[src/hw/rtl/mrtb_pkg.sv]
// Shared types, constants and codes of the multi-resource token budget.
package mrtb_pkg;

	localparam int AMT_W      = 40;
	localparam int RATE_W     = 32;
	localparam int FRAC_W     = 17;
	localparam int RATE_FRAC  = 16;
	localparam int FRAC_STEPS = 16;
	localparam int NBUCKET    = 4;
	localparam int CFG_IDX_W  = 3;
	localparam int PROD_W     = 2 * RATE_W;
	localparam int WIDE_W     = RATE_W + AMT_W;

	localparam logic [AMT_W-1:0]  AMT_MAX     = {AMT_W{1'b1}};
	localparam logic [AMT_W-1:0]  CAP_RESET   = 40'd6553600;
	localparam logic [RATE_W-1:0] RATE_RESET  = 32'd65536;
	localparam logic [FRAC_W-1:0] STARV_RESET = 17'd6554;
	localparam logic [FRAC_W-1:0] FRAC_ONE    = 17'h10000;

	typedef enum logic [1:0] {
		OP_TICK    = 2'd0,
		OP_CONSUME = 2'd1,
		OP_RELEASE = 2'd2,
		OP_EXPAND  = 2'd3
	} op_t;

	localparam logic [1:0] RES_POWER   = 2'd0;
	localparam logic [1:0] RES_COMPUTE = 2'd1;
	localparam logic [1:0] RES_STORAGE = 2'd2;
	localparam logic [1:0] RES_NETWORK = 2'd3;

	localparam logic [CFG_IDX_W-1:0] REG_POWER_CAP   = 3'd0;
	localparam logic [CFG_IDX_W-1:0] REG_COMPUTE_CAP = 3'd1;
	localparam logic [CFG_IDX_W-1:0] REG_STORAGE_CAP = 3'd2;
	localparam logic [CFG_IDX_W-1:0] REG_NETWORK_CAP = 3'd3;
	localparam logic [CFG_IDX_W-1:0] REG_POWER_RATE  = 3'd4;
	localparam logic [CFG_IDX_W-1:0] REG_COMPUTE_RATE = 3'd5;
	localparam logic [CFG_IDX_W-1:0] REG_NETWORK_RATE = 3'd6;
	localparam logic [CFG_IDX_W-1:0] REG_STARV_LEVEL = 3'd7;

	typedef struct packed {
		op_t              op;
		logic [1:0]       resource;
		logic [AMT_W-1:0] amount;
	} in_t;

	typedef struct packed {
		logic              ok;
		logic [FRAC_W-1:0] power_fraction;
		logic [FRAC_W-1:0] compute_fraction;
		logic [FRAC_W-1:0] storage_fraction;
		logic [FRAC_W-1:0] network_fraction;
		logic [FRAC_W-1:0] viability;
		logic              starving;
	} out_t;

endpackage

[src/hw/rtl/mrtb_mul.sv]
// Shared 32x32 unsigned multiplier with registered product.
module mrtb_mul (
	input  logic                          clk,
	input  logic [mrtb_pkg::RATE_W-1:0]   a,
	input  logic [mrtb_pkg::RATE_W-1:0]   b,
	output logic [mrtb_pkg::PROD_W-1:0]   p
);

	logic [mrtb_pkg::PROD_W-1:0] p_q;

	always_ff @(posedge clk) begin
		p_q <= mrtb_pkg::PROD_W'(a) * mrtb_pkg::PROD_W'(b);
	end

	assign p = p_q;

endmodule

[config.mk]
export PLATFORM = sky130hd
export DESIGN_NAME = mrtb_mul
export DESIGN_NICKNAME = d
export VERILOG_FILES = /design/src/hw/rtl/mrtb_pkg.sv /design/src/hw/rtl/mrtb_mul.sv
export SDC_FILE = /design/constraint.sdc
export NUM_CORES = 2
export LEC_CHECK = 0
export BUFFER_PORTS_ARGS = -buffer_cell sky130_fd_sc_hd__buf_2
export CAP_MARGIN = 10
export CORE_ASPECT_RATIO = 0.6
export CORE_MARGIN = 2
export CORE_UTILIZATION = 40
export CTS_CLUSTER_SIZE = 30
export DETAILED_ROUTE_END_ITERATION = 12
export PLACE_DENSITY = 0.58
export SLEW_MARGIN = 10
export SYNTH_ARGS = -nofsm -noshare
export SYNTH_HDL_FRONTEND = slang
export SYNTH_SLANG_ARGS = --single-unit
[constraint.sdc]
create_clock -name clk -period 12.1 [get_ports clk]
set_clock_uncertainty 0.15 [all_clocks]
set_input_delay 1.815 -clock clk [delete_from_list [all_inputs] [get_ports clk]]
set_output_delay 1.815 -clock clk [all_outputs]
set_load 0.01 [all_outputs]
==> qor.json <==
{
  "detailed_routing": {
    "overall_routed_net_length_um": 107000,
    "final_antenna_net_count": 0,
    "route.detailed.vias_per_inst": 5.15,
    "drt-wirelength-per-cell_um": 22.1,
    "drt_iter0_markers": 2035,
    "routed-via-count": 24900,
    "drc_errors": 0,
    "dr.pass1.iters": 5
  },
  "global_routing": {
    "grtUsageTotal_pct": 25.3,
    "grt_max_degree": 33,
    "antenna_found_initial": 4,
    "first_global_vias": 27000,
    "overflow": 0,
    "grt_pass1_wl_um": 168000
  },
  "clock_network": {
    "clk_root_buffer_cell": "sky130_fd_sc_hd__clkbuf_16",
    "holdBufCountCts": 0,
    "post_cts_resized": 0,
    "numClockSinks": 64,
    "clkSlewWorstSetupHoldPaths_ns": 0.05,
    "numCtsBuffers": 9,
    "tritoncts": "built",
    "postCtsSetupRepairBufs": 0,
    "htree_levels": 3,
    "clock_tree.buffer_depth": 2
  },
  "synthesis": {
    "synth_top_family_by_area": "adder cells",
    "synth_fa_ha_area_share_pct": 61.2,
    "synth-xor-area-share_pct": 1.52,
    "mappedNetlistArea_mm2": 0.0347,
    "share_of_async_settable_or_async_resettable_flops_after_synthesis_pct": 0,
    "synth_warnings": 0,
    "syn_area_per_cell_um2": 9.25,
    "ys_dominant_reg_cell": "sky130_fd_sc_hd__dfxtp_1",
    "post_synth_and_or_nand_nor_area_fraction_pct": 17.6,
    "synth.net_count": 4972,
    "synth_edf_count": 0,
    "synthesis.instances": 3748,
    "netlist-cell-type-count": 57,
    "post_synthesis_compound_gate_area_fraction_pct": 4.15,
    "synth_mux_area_share_pct": 0.0289,
    "yosys_register_bits": 64,
    "synth_sequential_area_ratio_pct": 3.69
  },
  "cells_and_area": {
    "drive_above_1_share_pct": 4.80,
    "multi_input_comb_area_mm2": 0.0293,
    "layout.cells.most_common_list": "sky130_fd_sc_hd__fa_1 (896), sky130_fd_sc_hd__inv_1 (865), sky130_fd_sc_hd__and2_1 (602)",
    "layout.nets": 4909,
    "seq_area_mm2": 0.00128,
    "layout.filler_cells": 8533,
    "area_growth_pct": 4.90,
    "max_reg_flops": 64,
    "layout.cells.most_common": "sky130_fd_sc_hd__fa_1"
  },
  "die": {
    "number_of_ports_placed_on_the_die_boundary": 129,
    "initial_utilization_pct": 40.5,
    "fp.dieArea_mm2": 0.0891,
    "fp.coreArea_mm2": 0.0857,
    "placementRows": 83,
    "horizontal_extent_of_the_die_um": 384,
    "die_h_um": 232
  },
  "setup_path": {
    "cp_top_family": "adder cells",
    "timing.critical_path.slowest_stage_cell": "sky130_fd_sc_hd__a31oi_1",
    "timing.critical_path.slowest_cell_delay_ns": 0.92,
    "crit_fanout": 32,
    "setup.worst_path.start_class": "input port",
    "critPathRequiredTime_ns": 12.24,
    "worst-path-buf-inv": 6,
    "critical_path_class": "input port to flip-flop",
    "cp_arrival_ns": 10.28,
    "path_cells": "buf_2, nand2_1, fa_1, inv_1, fa_1, fa_1, inv_1, fa_1, inv_1, fa_1, fa_1, fa_1, inv_1, fa_1, inv_1, ha_1, nand2_1, or4_1, or3_1, a31oi_1, a31o_2, a211oi_1, o21ai_1, xor2_1",
    "cp_common_cell": "sky130_fd_sc_hd__fa_1",
    "crit_path_end_kind": "flip-flop"
  },
  "timing": {
    "worst_slew_pin_slew_ns": 1.13,
    "whs_ns": 1.95,
    "timing.final.setup_violations": 0,
    "finalHoldViolations": 0,
    "timing.final.max_slew_violations": 0,
    "final_min_period_over_clock_period_pct": 83.8,
    "timing.slew.headroom_pct": 24.3,
    "timing.setup.tns_ns": 0,
    "grt_setup_unrepaired": "false",
    "timing.fmax_mhz": 98.6,
    "timing.final.crit_period_ns": 10.14
  },
  "outcome": {
    "outcome": "complete, no violations"
  },
  "worst_hold_path": {
    "hold_path.class": "input port to flip-flop"
  },
  "placed_design": {
    "hpwlAfterDp_um": 81500,
    "finalWeightedCongestion": 0.918,
    "io_buffers": 128
  },
  "job": {
    "cap_viol_max_count": 0
  }
}
==> worst min-delay path, cell delays in order <==
cell and delay (ns):
sky130_fd_sc_hd__buf_2 0.10, sky130_fd_sc_hd__buf_4 0.27, sky130_fd_sc_hd__and2_1 0.20
==> area by class of cell <==
cell class,instances,share of cell area (%)
multi-input cells,2599,80.6
diodes,1,0.00688
flip-flops and latches,64,3.52
well taps,1147,3.95
inverters,865,8.93
clock inverters,4,0.213
clock buffers,11,0.667
repair buffers,146,2.13
==> per-stage QoR <==
step                area, um2  util, %  setup WS, ns  instances
floorplan               34700        -          3.38       3748
detailed placement      36100     42.1          1.86       4821
finish                  36400     42.5          1.96       4837
global placement        36100     42.1          1.91       4821
CTS                     36400     42.5          2.23       4836
global route            36400     42.5          1.70       4837
==> path summary, 6_finish.rpt <==
kind	start	endpoint	slack, ns	cells past startpoint
max	b[5]	p[62]	1.96	24
min	a[0]	p[0]	1.95	3
==> layer usage <==
layer / GRT usage, % / wire length [um] / vias to the layer above
li1: - / - / 10700
met1: 36.9 / 47700 / 13000
met2: 38.2 / 46900 / 1101
met3: 6.37 / 10300 / 132
met4: 4.33 / 1930 / 0
met5: 0 / 0 / -
==> cell usage after synthesis (4+ instances only) <==
cell	count	share of area (%)
sky130_fd_sc_hd__fa_1	896	52
sky130_fd_sc_hd__inv_1	865	9.4
sky130_fd_sc_hd__and2_1	602	11
sky130_fd_sc_hd__nand2_1	480	5.2
sky130_fd_sc_hd__ha_1	263	9.5
sky130_fd_sc_hd__clkbuf_1	213	2.3
sky130_fd_sc_hd__dfxtp_1	64	3.7
sky130_fd_sc_hd__a21oi_1	63	0.91
sky130_fd_sc_hd__a21o_1	40	0.87
sky130_fd_sc_hd__xnor2_1	35	0.88
sky130_fd_sc_hd__xor2_1	25	0.63
sky130_fd_sc_hd__nand4_1	23	0.41
sky130_fd_sc_hd__o21ai_0	21	0.30
sky130_fd_sc_hd__nor2_1	20	0.22
sky130_fd_sc_hd__and3_1	14	0.25
sky130_fd_sc_hd__a31oi_1	12	0.22
sky130_fd_sc_hd__nand3_1	10	0.14
sky130_fd_sc_hd__o21bai_1	10	0.22
sky130_fd_sc_hd__o21a_1	9	0.19
sky130_fd_sc_hd__nor3_1	7	0.10
sky130_fd_sc_hd__buf_2	6	0.087
sky130_fd_sc_hd__o21ai_1	5	0.072
sky130_fd_sc_hd__a221o_1	4	0.12
==> cells by family (layout without fill, tap and decap cells) <==
logic type | Yosys count | after routing
AOI/OAI and AO/OA | 202 | 202
xor gates and xnor gates | 60 | 60
adders and majority gates | 1159 | 1159
buffers and inverters | 1085 | 1026
DFF | 64 | 64
muxes | 1 | 1
other | 0 | 1
and+or+nand+nor | 1177 | 1177
Power is not shown: default switching activity piles up to over one toggle a cycle in this logic, so the estimate is an artifact.
