===== config.mk =====
export PLATFORM = sky130hd
export DESIGN_NAME = mrtb_div
export DESIGN_NICKNAME = d
export VERILOG_FILES = /design/src/hw/rtl/mrtb_pkg.sv /design/src/hw/rtl/mrtb_div.sv
export SDC_FILE = /design/constraint.sdc
export NUM_CORES = 1
export LEC_CHECK = 0
export ABC_AREA = 1
export BUFFER_PORTS_ARGS = -buffer_cell sky130_fd_sc_hd__buf_4
export CORE_MARGIN = 2
export CORE_UTILIZATION = 25
export DETAILED_ROUTE_END_ITERATION = 7
export SLEW_MARGIN = 25
export SYNTH_ARGS = -nofsm -noshare
export SYNTH_HDL_FRONTEND = slang
export SYNTH_SLANG_ARGS = --single-unit
export TNS_END_PERCENT = 10

===== constraint.sdc =====
create_clock -name clk -period 6.1 [get_ports clk]
set_input_delay 0.61 -clock clk [delete_from_list [all_inputs] [get_ports clk]]
set_output_delay 0.61 -clock clk [all_outputs]
set_load 0.01 [all_outputs]

===== src/hw/rtl/mrtb_pkg.sv =====
// Shared types, constants and codes of the multi-resource token budget.
package mrtb_pkg;

	localparam int AMT_W      = 40;
	localparam int RATE_W     = 32;
	localparam int FRAC_W     = 17;
	localparam int RATE_FRAC  = 16;
	localparam int FRAC_STEPS = 16;
	localparam int NBUCKET    = 4;
	localparam int CFG_IDX_W  = 3;
	localparam int PROD_W     = 2 * RATE_W;
	localparam int WIDE_W     = RATE_W + AMT_W;

	localparam logic [AMT_W-1:0]  AMT_MAX     = {AMT_W{1'b1}};
	localparam logic [AMT_W-1:0]  CAP_RESET   = 40'd6553600;
	localparam logic [RATE_W-1:0] RATE_RESET  = 32'd65536;
	localparam logic [FRAC_W-1:0] STARV_RESET = 17'd6554;
	localparam logic [FRAC_W-1:0] FRAC_ONE    = 17'h10000;

	typedef enum logic [1:0] {
		OP_TICK    = 2'd0,
		OP_CONSUME = 2'd1,
		OP_RELEASE = 2'd2,
		OP_EXPAND  = 2'd3
	} op_t;

	localparam logic [1:0] RES_POWER   = 2'd0;
	localparam logic [1:0] RES_COMPUTE = 2'd1;
	localparam logic [1:0] RES_STORAGE = 2'd2;
	localparam logic [1:0] RES_NETWORK = 2'd3;

	localparam logic [CFG_IDX_W-1:0] REG_POWER_CAP   = 3'd0;
	localparam logic [CFG_IDX_W-1:0] REG_COMPUTE_CAP = 3'd1;
	localparam logic [CFG_IDX_W-1:0] REG_STORAGE_CAP = 3'd2;
	localparam logic [CFG_IDX_W-1:0] REG_NETWORK_CAP = 3'd3;
	localparam logic [CFG_IDX_W-1:0] REG_POWER_RATE  = 3'd4;
	localparam logic [CFG_IDX_W-1:0] REG_COMPUTE_RATE = 3'd5;
	localparam logic [CFG_IDX_W-1:0] REG_NETWORK_RATE = 3'd6;
	localparam logic [CFG_IDX_W-1:0] REG_STARV_LEVEL = 3'd7;

	typedef struct packed {
		op_t              op;
		logic [1:0]       resource;
		logic [AMT_W-1:0] amount;
	} in_t;

	typedef struct packed {
		logic              ok;
		logic [FRAC_W-1:0] power_fraction;
		logic [FRAC_W-1:0] compute_fraction;
		logic [FRAC_W-1:0] storage_fraction;
		logic [FRAC_W-1:0] network_fraction;
		logic [FRAC_W-1:0] viability;
		logic              starving;
	} out_t;

endpackage


===== src/hw/rtl/mrtb_div.sv =====
// Iterative fill-fraction divider: available over capacity in Q1.16, one bit a cycle.
module mrtb_div (
	input  logic                          clk,
	input  logic                          arst_n,
	input  logic                          start,
	input  logic [mrtb_pkg::AMT_W-1:0]    num,
	input  logic [mrtb_pkg::AMT_W-1:0]    den,
	output logic                          done,
	output logic [mrtb_pkg::FRAC_W-1:0]   quo
);

	localparam logic [3:0] LAST_STEP = 4'(mrtb_pkg::FRAC_STEPS - 1);

	logic                          busy_q;
	logic                          done_q;
	logic [3:0]                    cnt_q;
	logic [mrtb_pkg::AMT_W-1:0]    r_q;
	logic [mrtb_pkg::AMT_W-1:0]    den_q;
	logic [mrtb_pkg::FRAC_W-1:0]   q_q;
	logic [mrtb_pkg::AMT_W:0]      r2;
	logic [mrtb_pkg::AMT_W:0]      diff;
	logic                          bit_set;

	always_comb begin
		r2      = {r_q, 1'b0};
		diff    = r2 - {1'b0, den_q};
		bit_set = (r2 >= {1'b0, den_q});
	end

	always_ff @(posedge clk or negedge arst_n) begin
		if (!arst_n) begin
			busy_q <= 1'b0;
			done_q <= 1'b0;
			cnt_q  <= '0;
		end else begin
			done_q <= start ? (den == '0 || num >= den)
				: (busy_q && cnt_q == LAST_STEP);
			if (start) begin
				den_q <= den;
				cnt_q <= '0;
				if (den == '0) begin
					q_q    <= '0;
				end else if (num >= den) begin
					q_q    <= mrtb_pkg::FRAC_ONE;
				end else begin
					r_q    <= num;
					q_q    <= '0;
					busy_q <= 1'b1;
				end
			end else if (busy_q) begin
				r_q   <= bit_set ? diff[mrtb_pkg::AMT_W-1:0] : r2[mrtb_pkg::AMT_W-1:0];
				q_q   <= {q_q[mrtb_pkg::FRAC_W-2:0], bit_set};
				cnt_q <= cnt_q + 4'd1;
				if (cnt_q == LAST_STEP)
					busy_q <= 1'b0;
			end
		end
	end

	assign done = done_q;
	assign quo  = q_q;

endmodule


==> results of run 1 <==
[path summary, 6_finish.rpt]
check	start	to	slack (ns)	cells after the start
max in group asynchronous	arst_n	busy_q	5.92	1
min in group clk	den[31]	den_q[31]	0.43	1
worst min register to register	cnt_q[2]	cnt_q[2]	0.53	2
worst max register to register	r_q[27]	r_q[35]	2.98	15
worst max-delay path	r_q[27]	r_q[35]	2.98	15
worst min-delay path	arst_n	done	0.05	1
[critical path: stages, from the launching register on]
cell      delay, ns
edfxtp_1       0.41
ha_1           0.40
nand2_1        0.11
nand2_1        0.11
inv_2          0.06
nand2_1        0.07
nand2_1        0.06
nand2_1        0.06
nand2_1        0.08
nand3_2        0.11
nor2_8         0.42
nand2_8        0.29
nand2_2        0.41
nand2_1        0.11
nand2_1        0.09
nand2_1        0.05
[sequential cells by signal, indices dropped and copies added (netlist names)]
name and flops:
r_q 40, den_q 40, quo 17, done 1
busy_q 1, cnt_q 4
[through the flow]
stage               hold WS, ns  total power [mW]  instance area, um2  setup slack, ns
global placement         0.4316             1.878               10250            2.850
floorplan                0.3144             1.605                9009            2.073
detailed placement       0.4330             1.888               10250            2.836
CTS                     0.03181             2.500               10550            2.951
global route            0.03575             2.667               10550            2.671
finish                  0.05107             2.475               10550            2.979
[power by group]
part	internal [mW]	switching [mW]	total, mW
Sequential	0.861	0.0292	0.890
Combinational	0.353	0.629	0.982
Clock	0.332	0.271	0.603
[per-layer routing]
| layer | vias up | routed length, um |
|---|---|---|
| li1 | 4277 | - |
| met1 | 3733 | 12120 |
| met2 | 149 | 12590 |
| met3 | 31 | 1043 |
| met4 | 2 | 659 |
| met5 | - | 7 |
[kinds of logic after synthesis]
kind of cell,Yosys count
AO/OA/AOI/OAI,73
XOR/XNOR,20
adder cells (fa/ha/maj),82
buffers and inverters,289
flip-flops,103
AND/OR/NAND/NOR,752
[synthesized netlist by cell type, types with 2 or more instances]
master,n,share of area
nor3_1,2,0.0011
dfrtp_1,6,0.017
ha_1,81,0.11
inv_2,10,0.0042
nor2_4,2,0.0025
nand2_1,494,0.21
buf_2,6,0.0033
nand4_1,11,0.0076
nand3_1,73,0.041
clkbuf_1,9,0.0037
nand3b_1,32,0.027
edfxtp_1,97,0.32
nand2_2,16,0.011
a21oi_1,46,0.026
xnor2_1,19,0.018
o21ai_0,20,0.011
and2_1,3,0.0021
buf_1,3,0.0012
nor4_1,2,0.0014
nor2_1,97,0.040
nand3_2,3,0.0033
or2_2,3,0.0021
o21bai_1,2,0.0017
nor2_2,8,0.0056
inv_1,258,0.11
[final cells by class]
type,count,area [um2]
Clock buffer,12,246.5
Multi-Input combinational cell,927,4830
Timing Repair Buffer,103,773.2
Sequential cell,103,3063
Fill cell,3982,25020
Clock inverter,4,52.55
Tap cell,461,576.8
Inverter,268,1006
==> results.ini, run 1 <==
[clocking]
numCtsBuffers = 9
cts.sinks = 103
clk_pin_slew_ns = 0.08
cts_tree = done
ctsRootBufferMaster = clkbuf_16
cts-hold-fix-buffers = 0
htree_levels = 3
postCtsResizedCells = 0
clock_path_buffers = 2
clock_latency_ns = 0.37
post_cts_buffers = 0

[yosys]
synth_top_family_by_area = simple AND/OR/NAND/NOR gates
ys_types = 41
synth-simple-area-share = 0.3586
syn_inst = 1319
synth_edf_count = 97
synth.avg_cell_area_um2 = 6.830
ys_ff_latch = 103
ys_seq_area_frac = 0.3400
synth.mux.area_fraction = 0
yosys.area_share.adder = 0.1147
synth_compound_area_frac = 0.04208
async_flop_share = 0.05825
synth_area_um2 = 9009
ys_warn_count = 0
synth_xor_area_frac = 0.01944
syn_nets = 1484
synthFlopType = edfxtp_1

[run]
maxCapViolations = 0

[worst_setup_path]
crit_path_end_kind = flip-flop
path_class = reg -> reg
arrival_ns = 3.25
required_ns = 6.23
worstPathMaxFanout = 40
cp-start-kind = flip-flop

[place]
dpl.cell_count = 1862
dpl.hpwl_um = 21770
port_buffers = 100
routabilityCongestion = 0.9400

[grt]
grt.met1_usage = 0.1828
grt_max_degree = 62
grt_pass1_wl_um = 42050
grt_use_met2 = 0.2410
grtUsageMet3 = 0.02140
grt_usage = 0.1422
busiest_layer = met2
grt_overflow = 0
grt_pass1_vias = 7918
antenna_found_initial = 1

[layout]
final_common_cell = nand2_1
drive_gt1_frac = 0.1171
final_nets = 1577
syn_to_final_growth_pct = 17.08
most-common-layout-cells = nand2_1, inv_1, buf_4, nor2_1, edfxtp_1
antenna_cells = 0
fin_util = 0.2965
finalNonFillerCells = 1878

[timing]
relSlewSlack = 0.5227
rsz0062_at_grt = false
post-route-period-util = 0.5116
tightest_slew_ns = 0.7160
fmax_ghz = 0.3204
hold_violations = 0
setup_viol = 0
period_needed_ns = 3.121
fin_setup_tns_ns = 0
clock_skew_ns = 0.01638
drv_slew = 0

[power]
irDropWorstVdd_mv = 0.1341
powerDensity_nw_per_um2 = 234.7
leakage_nw = 5.589

[detailed_routing]
route.detailed.vias_per_inst = 4.362
avgRoutedWirePerCell_um = 14.07
vias = 8192
drtIter0Drc = 452
route.detailed.drc = 0
first_pass_iters = 5
postRouteAntennaNets = 0
wl_um = 26420

[floorplanning]
ios = 101
start_util = 0.2533
die_height_um = 193.8
die_area_um2 = 37570
fp.coreArea_um2 = 35570
num_rows = 69
die_w_um = 193.8

[hold_path]
min_path_type = in -> async

[outcome]
status = complete, no violations

(Power assumes the default switching activity.)
==> inputs of run 2 (changes only) <==
- clock period: 6.1 -> 3.1 ns (I/O delays scaled with it)
==> results.ini, run 2 (synthesis gave the netlist of run 1 again) <==
[layout]
seqCellArea_um2 = 3063  ; unchanged
final_cell_area_um2 = 10640  ; +0.87%
multiInputGateArea_um2 = 4830  ; unchanged
syn_to_final_growth_pct = 18.10
most-common-layout-cells = nand2_1, inv_1, buf_4, nor2_1, edfxtp_1
final_nets = 1586  ; +0.57%
final_common_cell = nand2_1
nFillCells = 3910  ; -1.8%
antenna_cells = 0  ; unchanged
drive_gt1_frac = 0.1220  ; +0.004871

[timing]
fmax_ghz = 0.3723  ; +16%
relSlewSlack = 0.5487  ; +0.02608
rsz0062_at_grt = false
setup_viol = 0  ; unchanged
period_needed_ns = 2.686  ; -0.4349 ns
fin_setup_tns_ns = 0  ; unchanged
clock_skew_ns = 0.01694  ; +0.0005537 ns
post-route-period-util = 0.8664  ; +0.3548
hold_violations = 0  ; unchanged
tightest_slew_ns = 0.6762  ; -0.03986 ns
drv_slew = 0  ; unchanged

[clocking]
clock_path_buffers = 2  ; unchanged
cts-hold-fix-buffers = 1  ; +1
postCtsResizedCells = 0  ; unchanged
post_cts_buffers = 0  ; unchanged
cts_tree = done
clk_pin_slew_ns = 0.08  ; about the same
numCtsBuffers = 9  ; unchanged
ctsRootBufferMaster = clkbuf_16
cts.sinks = 103  ; unchanged
htree_levels = 3  ; unchanged
clock_latency_ns = 0.38  ; about the same

[outcome]
status = complete, no violations

[grt]
antenna_found_initial = 0  ; -1
grt_pass1_wl_um = 42720  ; +1.6%
grt_pass1_vias = 8247  ; +4.2%
grt_max_degree = 41  ; -34%
grt_usage = 0.1429  ; +0.0007329
grt_overflow = 0  ; unchanged

[floorplanning]
die_area_um2 = 37570  ; unchanged
ios = 101  ; unchanged
start_util = 0.2533  ; unchanged
die_w_um = 193.8  ; unchanged
fp.coreArea_um2 = 35570  ; unchanged
num_rows = 69  ; unchanged
die_height_um = 193.8  ; unchanged

[detailed_routing]
avgRoutedWirePerCell_um = 14.00  ; -0.51%
wl_um = 26410  ; about the same
route.detailed.drc = 0  ; unchanged
drtIter0Drc = 450  ; -0.44%
postRouteAntennaNets = 0  ; unchanged
first_pass_iters = 5  ; unchanged
vias = 8252  ; +0.73%
route.detailed.vias_per_inst = 4.373  ; +0.25%

[worst_setup_path]
rrSetupSlack_ns = 0.41  ; -2.57 ns
required_ns = 3.22  ; -3.01 ns
arrival_ns = 2.81  ; -0.44 ns
crit_path_end_kind = flip-flop
worstPathMaxFanout = 27  ; -33%
cp-start-kind = flip-flop
path_class = reg -> reg

[place]
routabilityCongestion = 0.9667  ; +2.8%
postPlaceCellArea_um2 = 10330  ; +0.83%
port_buffers = 100  ; unchanged
dpl.hpwl_um = 21820  ; +0.24%

[power]
leakage_nw = 5.643  ; +0.96%
irDropWorstVdd_mv = 0.2418  ; +80%
powerDensity_nw_per_um2 = 458.6  ; +95%

[run]
maxCapViolations = 0  ; unchanged

[hold_path]
min_path_type = in -> reg

==> run 2: changes by cell type in the layout (fill, tap and decap cells not counted), sizes merged <==
cell,change
dlygate4sd3,+1
clkbuf,-3
buf,+8
clkinv,+3
==> run 2: layer usage <==
layer / wire [um] / vias up / global-route usage / share of wire
li1: - / 4300 / - / -
met1: 11880 / 3755 / 0.1757 / 0.45
met2: 12580 / 151 / 0.2462 / 0.48
met3: 949 / 46 / 0.02366 / 0.036
met4: 1006 / 0 / 0.06257 / 0.038
met5: 0 / - / 0 / 0
==> run 2: cell type report <==
class,instances,share of cell area
Clock inverter,7,0.006586
Sequential cell,103,0.2879
Tap cell,461,0.05422
Timing Repair Buffer,112,0.08162
Clock buffer,9,0.02117
Inverter,268,0.09455
Multi-Input combinational cell,927,0.4540
==> run 2: worst paths after layout <==
check | cells past startpoint | to | from
max | 14 | r_q[22] | r_q[7]
max in group asynchronous | 2 | cnt_q[2] | arst_n
max reg2reg | 14 | r_q[22] | r_q[7]
min reg2reg | 2 | cnt_q[2] | cnt_q[2]
min | 1 | den_q[3] | den[3]
min in group asynchronous | 2 | busy_q | arst_n
==> run 2: power breakdown <==
part	switching (mW)	total (mW)	leakage [nW]	internal [mW]
sequential	0.0592	1.75	1.01	1.69
clock	0.551	1.18	0.148	0.628
combinational	1.23	1.95	4.48	0.714
total	1.84	4.88	5.64	3.04
==> run 2: stage by stage <==
stage	power (mW)	hold slack (ns)	instances	setup slack (ns)	util
final	4.879	0.1176	1887	0.4142	0.2991
after global routing	5.254	0.1069	1887	0.1514	0.2991
after CTS	4.928	0.1032	1887	0.3849	0.2991
after detailed placement	3.725	0.1305	1870	0.4294	0.2905
after global placement	3.709	0.1315	1870	0.4117	0.2905
after floorplan	3.157	0.01441	1319	0.1588	-
==> run 2: worst max-delay path, stage by stage, from the launching register on <==
cell,delay (ns)
edfxtp_1,0.43
ha_1,0.39
nand2_1,0.17
inv_1,0.05
nand2_1,0.06
nand2_1,0.07
inv_1,0.07
nand3_2,0.12
nand2_1,0.14
nand3_2,0.14
nand2_4,0.12
buf_4,0.36
nand3b_1,0.11
nand3_1,0.13
nand2_1,0.07
==> inputs of run 3 (changes only) <==
- PLACE_DENSITY_LB_ADDON: unset -> 0.08
- clock period: 3.1 -> 3.5 ns (I/O delays scaled with it)
==> results.ini, run 3 (synthesis gave the netlist of run 1 again) <==
[hold_path]
min_from = den[34]
whs_path_depth = 1  ; unchanged
min_to = den_q[34]
min_path_type = in -> reg

[floorplanning]
num_rows = 69  ; unchanged
die_area_um2 = 37570  ; unchanged
start_util = 0.2533  ; unchanged
die_height_um = 193.8  ; unchanged
die_w_um = 193.8  ; unchanged
fp.coreArea_um2 = 35570  ; unchanged
ios = 101  ; unchanged

[layout]
final_common_cell = nand2_1
final_nets = 1586  ; unchanged
most-common-layout-cells = nand2_1, inv_1, buf_4, nor2_1, edfxtp_1
finalNonFillerCells = 1887  ; unchanged
syn_to_final_growth_pct = 18.06  ; about the same
drive_gt1_frac = 0.1220  ; unchanged
nFillCells = 4018  ; +2.8%
antenna_cells = 0  ; unchanged
fin_util = 0.2990  ; about the same

[detailed_routing]
route.detailed.drc = 0  ; unchanged
first_pass_iters = 5  ; unchanged
drtIter0Drc = 346  ; -23%
avgRoutedWirePerCell_um = 15.28  ; +9.2%
wl_um = 28830  ; +9.2%
route.detailed.vias_per_inst = 4.265  ; -2.5%
vias = 8048  ; -2.5%
postRouteAntennaNets = 0  ; unchanged

[outcome]
status = complete, no violations

[clocking]
htree_levels = 3  ; unchanged
clock_latency_ns = 0.38  ; about the same
cts.sinks = 103  ; unchanged
ctsRootBufferMaster = clkbuf_16
clk_pin_slew_ns = 0.08  ; about the same
cts_tree = done
clock_path_buffers = 2  ; unchanged
post_cts_buffers = 0  ; unchanged
numCtsBuffers = 9  ; unchanged

[place]
routabilityCongestion = 0.8644  ; -11%
dp_slack_ns = 0.7165  ; +0.2871 ns
port_buffers = 100  ; unchanged
dpl.cell_count = 1870  ; unchanged
dpl.hpwl_um = 24170  ; +11%

[grt]
grt_pass1_wl_um = 46090  ; +7.9%
grt_usage = 0.1570  ; +0.01406
antenna_found_initial = 0  ; unchanged
grt_max_degree = 41  ; unchanged
grt_pass1_vias = 8248  ; +0.012%
grt_overflow = 0  ; unchanged

[timing]
hold_violations = 0  ; unchanged
tightest_slew_ns = 0.7048  ; +0.02866 ns
setup_viol = 0  ; unchanged
fmax_ghz = 0.3625  ; -2.6%
rsz0062_at_grt = false
period_needed_ns = 2.759  ; +0.07292 ns
clock_skew_ns = 0.01287  ; -0.004061 ns
post-route-period-util = 0.7882  ; -0.07818
fin_ws_ns = 0.7412  ; +0.3271 ns
drv_slew = 0  ; unchanged
fin_setup_tns_ns = 0  ; unchanged
relSlewSlack = 0.5272  ; -0.02152

[power]
powerDensity_nw_per_um2 = 409.5  ; -11%
leakage_nw = 5.629  ; -0.24%
irDropWorstVdd_mv = 0.2233  ; -7.6%

[worst_setup_path]
r2r-end = r_q[30]
path_class = reg -> reg
crit_family = simple AND/OR/NAND/NOR gates
r2r-start = r_q[7]
r2r_cells = 15  ; +1
critPathBufInv = 2  ; -1
crit_top_cell = nand2_1
required_ns = 3.64  ; +0.42 ns
crit_path_end_kind = flip-flop
worstPathMaxFanout = 15  ; -44%
max_stage_delay_ns = 0.40  ; -0.03 ns
slowest_stage = edfxtp_1
worstPathCellList = ha_1 -> nand2_1 -> inv_1 -> nand2_1 -> nand2_1 -> inv_1 -> nand3_2 -> nand2_1 -> nand3_2 -> nand2_4 -> nand2_8 -> nand2_2 -> nand2_1 -> nand2_1 -> nand2_1
arrival_ns = 2.90  ; +0.09 ns
cp-start-kind = flip-flop
rrSetupSlack_ns = 0.74  ; +0.33 ns

[run]
maxCapViolations = 0  ; unchanged

-- run 3: layout make-up --
cell class / instances / area (um2) / share of cell area
flip-flops and latches: 103 / 3063 / 0.2880
inverters: 268 / 1006 / 0.09459
repair buffers: 112 / 880.8 / 0.08282
clock buffers: 10 / 229.0 / 0.02153
clock inverters: 6 / 50.05 / 0.004706
well taps: 461 / 576.8 / 0.05424
multi-input cells: 927 / 4830 / 0.4541
-- run 3: per-layer routing --
metal	track usage	vias to the layer above	share of wire
li1	-	4286	-
met1	0.2219	3656	0.52
met2	0.2558	91	0.45
met3	0.01896	15	0.022
met4	0.03563	0	0.010
met5	0	-	0
-- run 3: power breakdown --
group          leakage [nW]  switching, mW  internal [mW]  total (mW)
registers              1.01         0.0552           1.50        1.55
clock network         0.136          0.542          0.496        1.04
logic                  4.48           1.13          0.635        1.76
-- run 3: per-stage QoR --
stage / power, mW / hold slack [ns] / area (um2)
after floorplan: 2.796 / 0.05441 / 9012
after global placement: 3.368 / 0.1768 / 10350
after detailed placement: 3.360 / 0.1780 / 10350
after CTS: 4.430 / 0.1388 / 10640
after global routing: 4.704 / 0.1403 / 10640
final: 4.356 / 0.1543 / 10640
-- run 3: timing repair --
action / CTS / global route
endpoints found under the hold margin: 6 / 0
hold buffers: 1 / 0
resized for setup: 0 / 0
-- run 3: worst max-delay path by stage --
stage	startpoint	to	slack [ns]	cells past startpoint
after floorplan	den[35]	r_q[0]	0.52	12
after global placement	r_q[6]	r_q[36]	0.73	15
after detailed placement	r_q[7]	r_q[30]	0.72	15
after CTS	r_q[7]	r_q[34]	0.71	15
after global routing	r_q[6]	r_q[33]	0.47	15
final	r_q[7]	r_q[30]	0.74	15
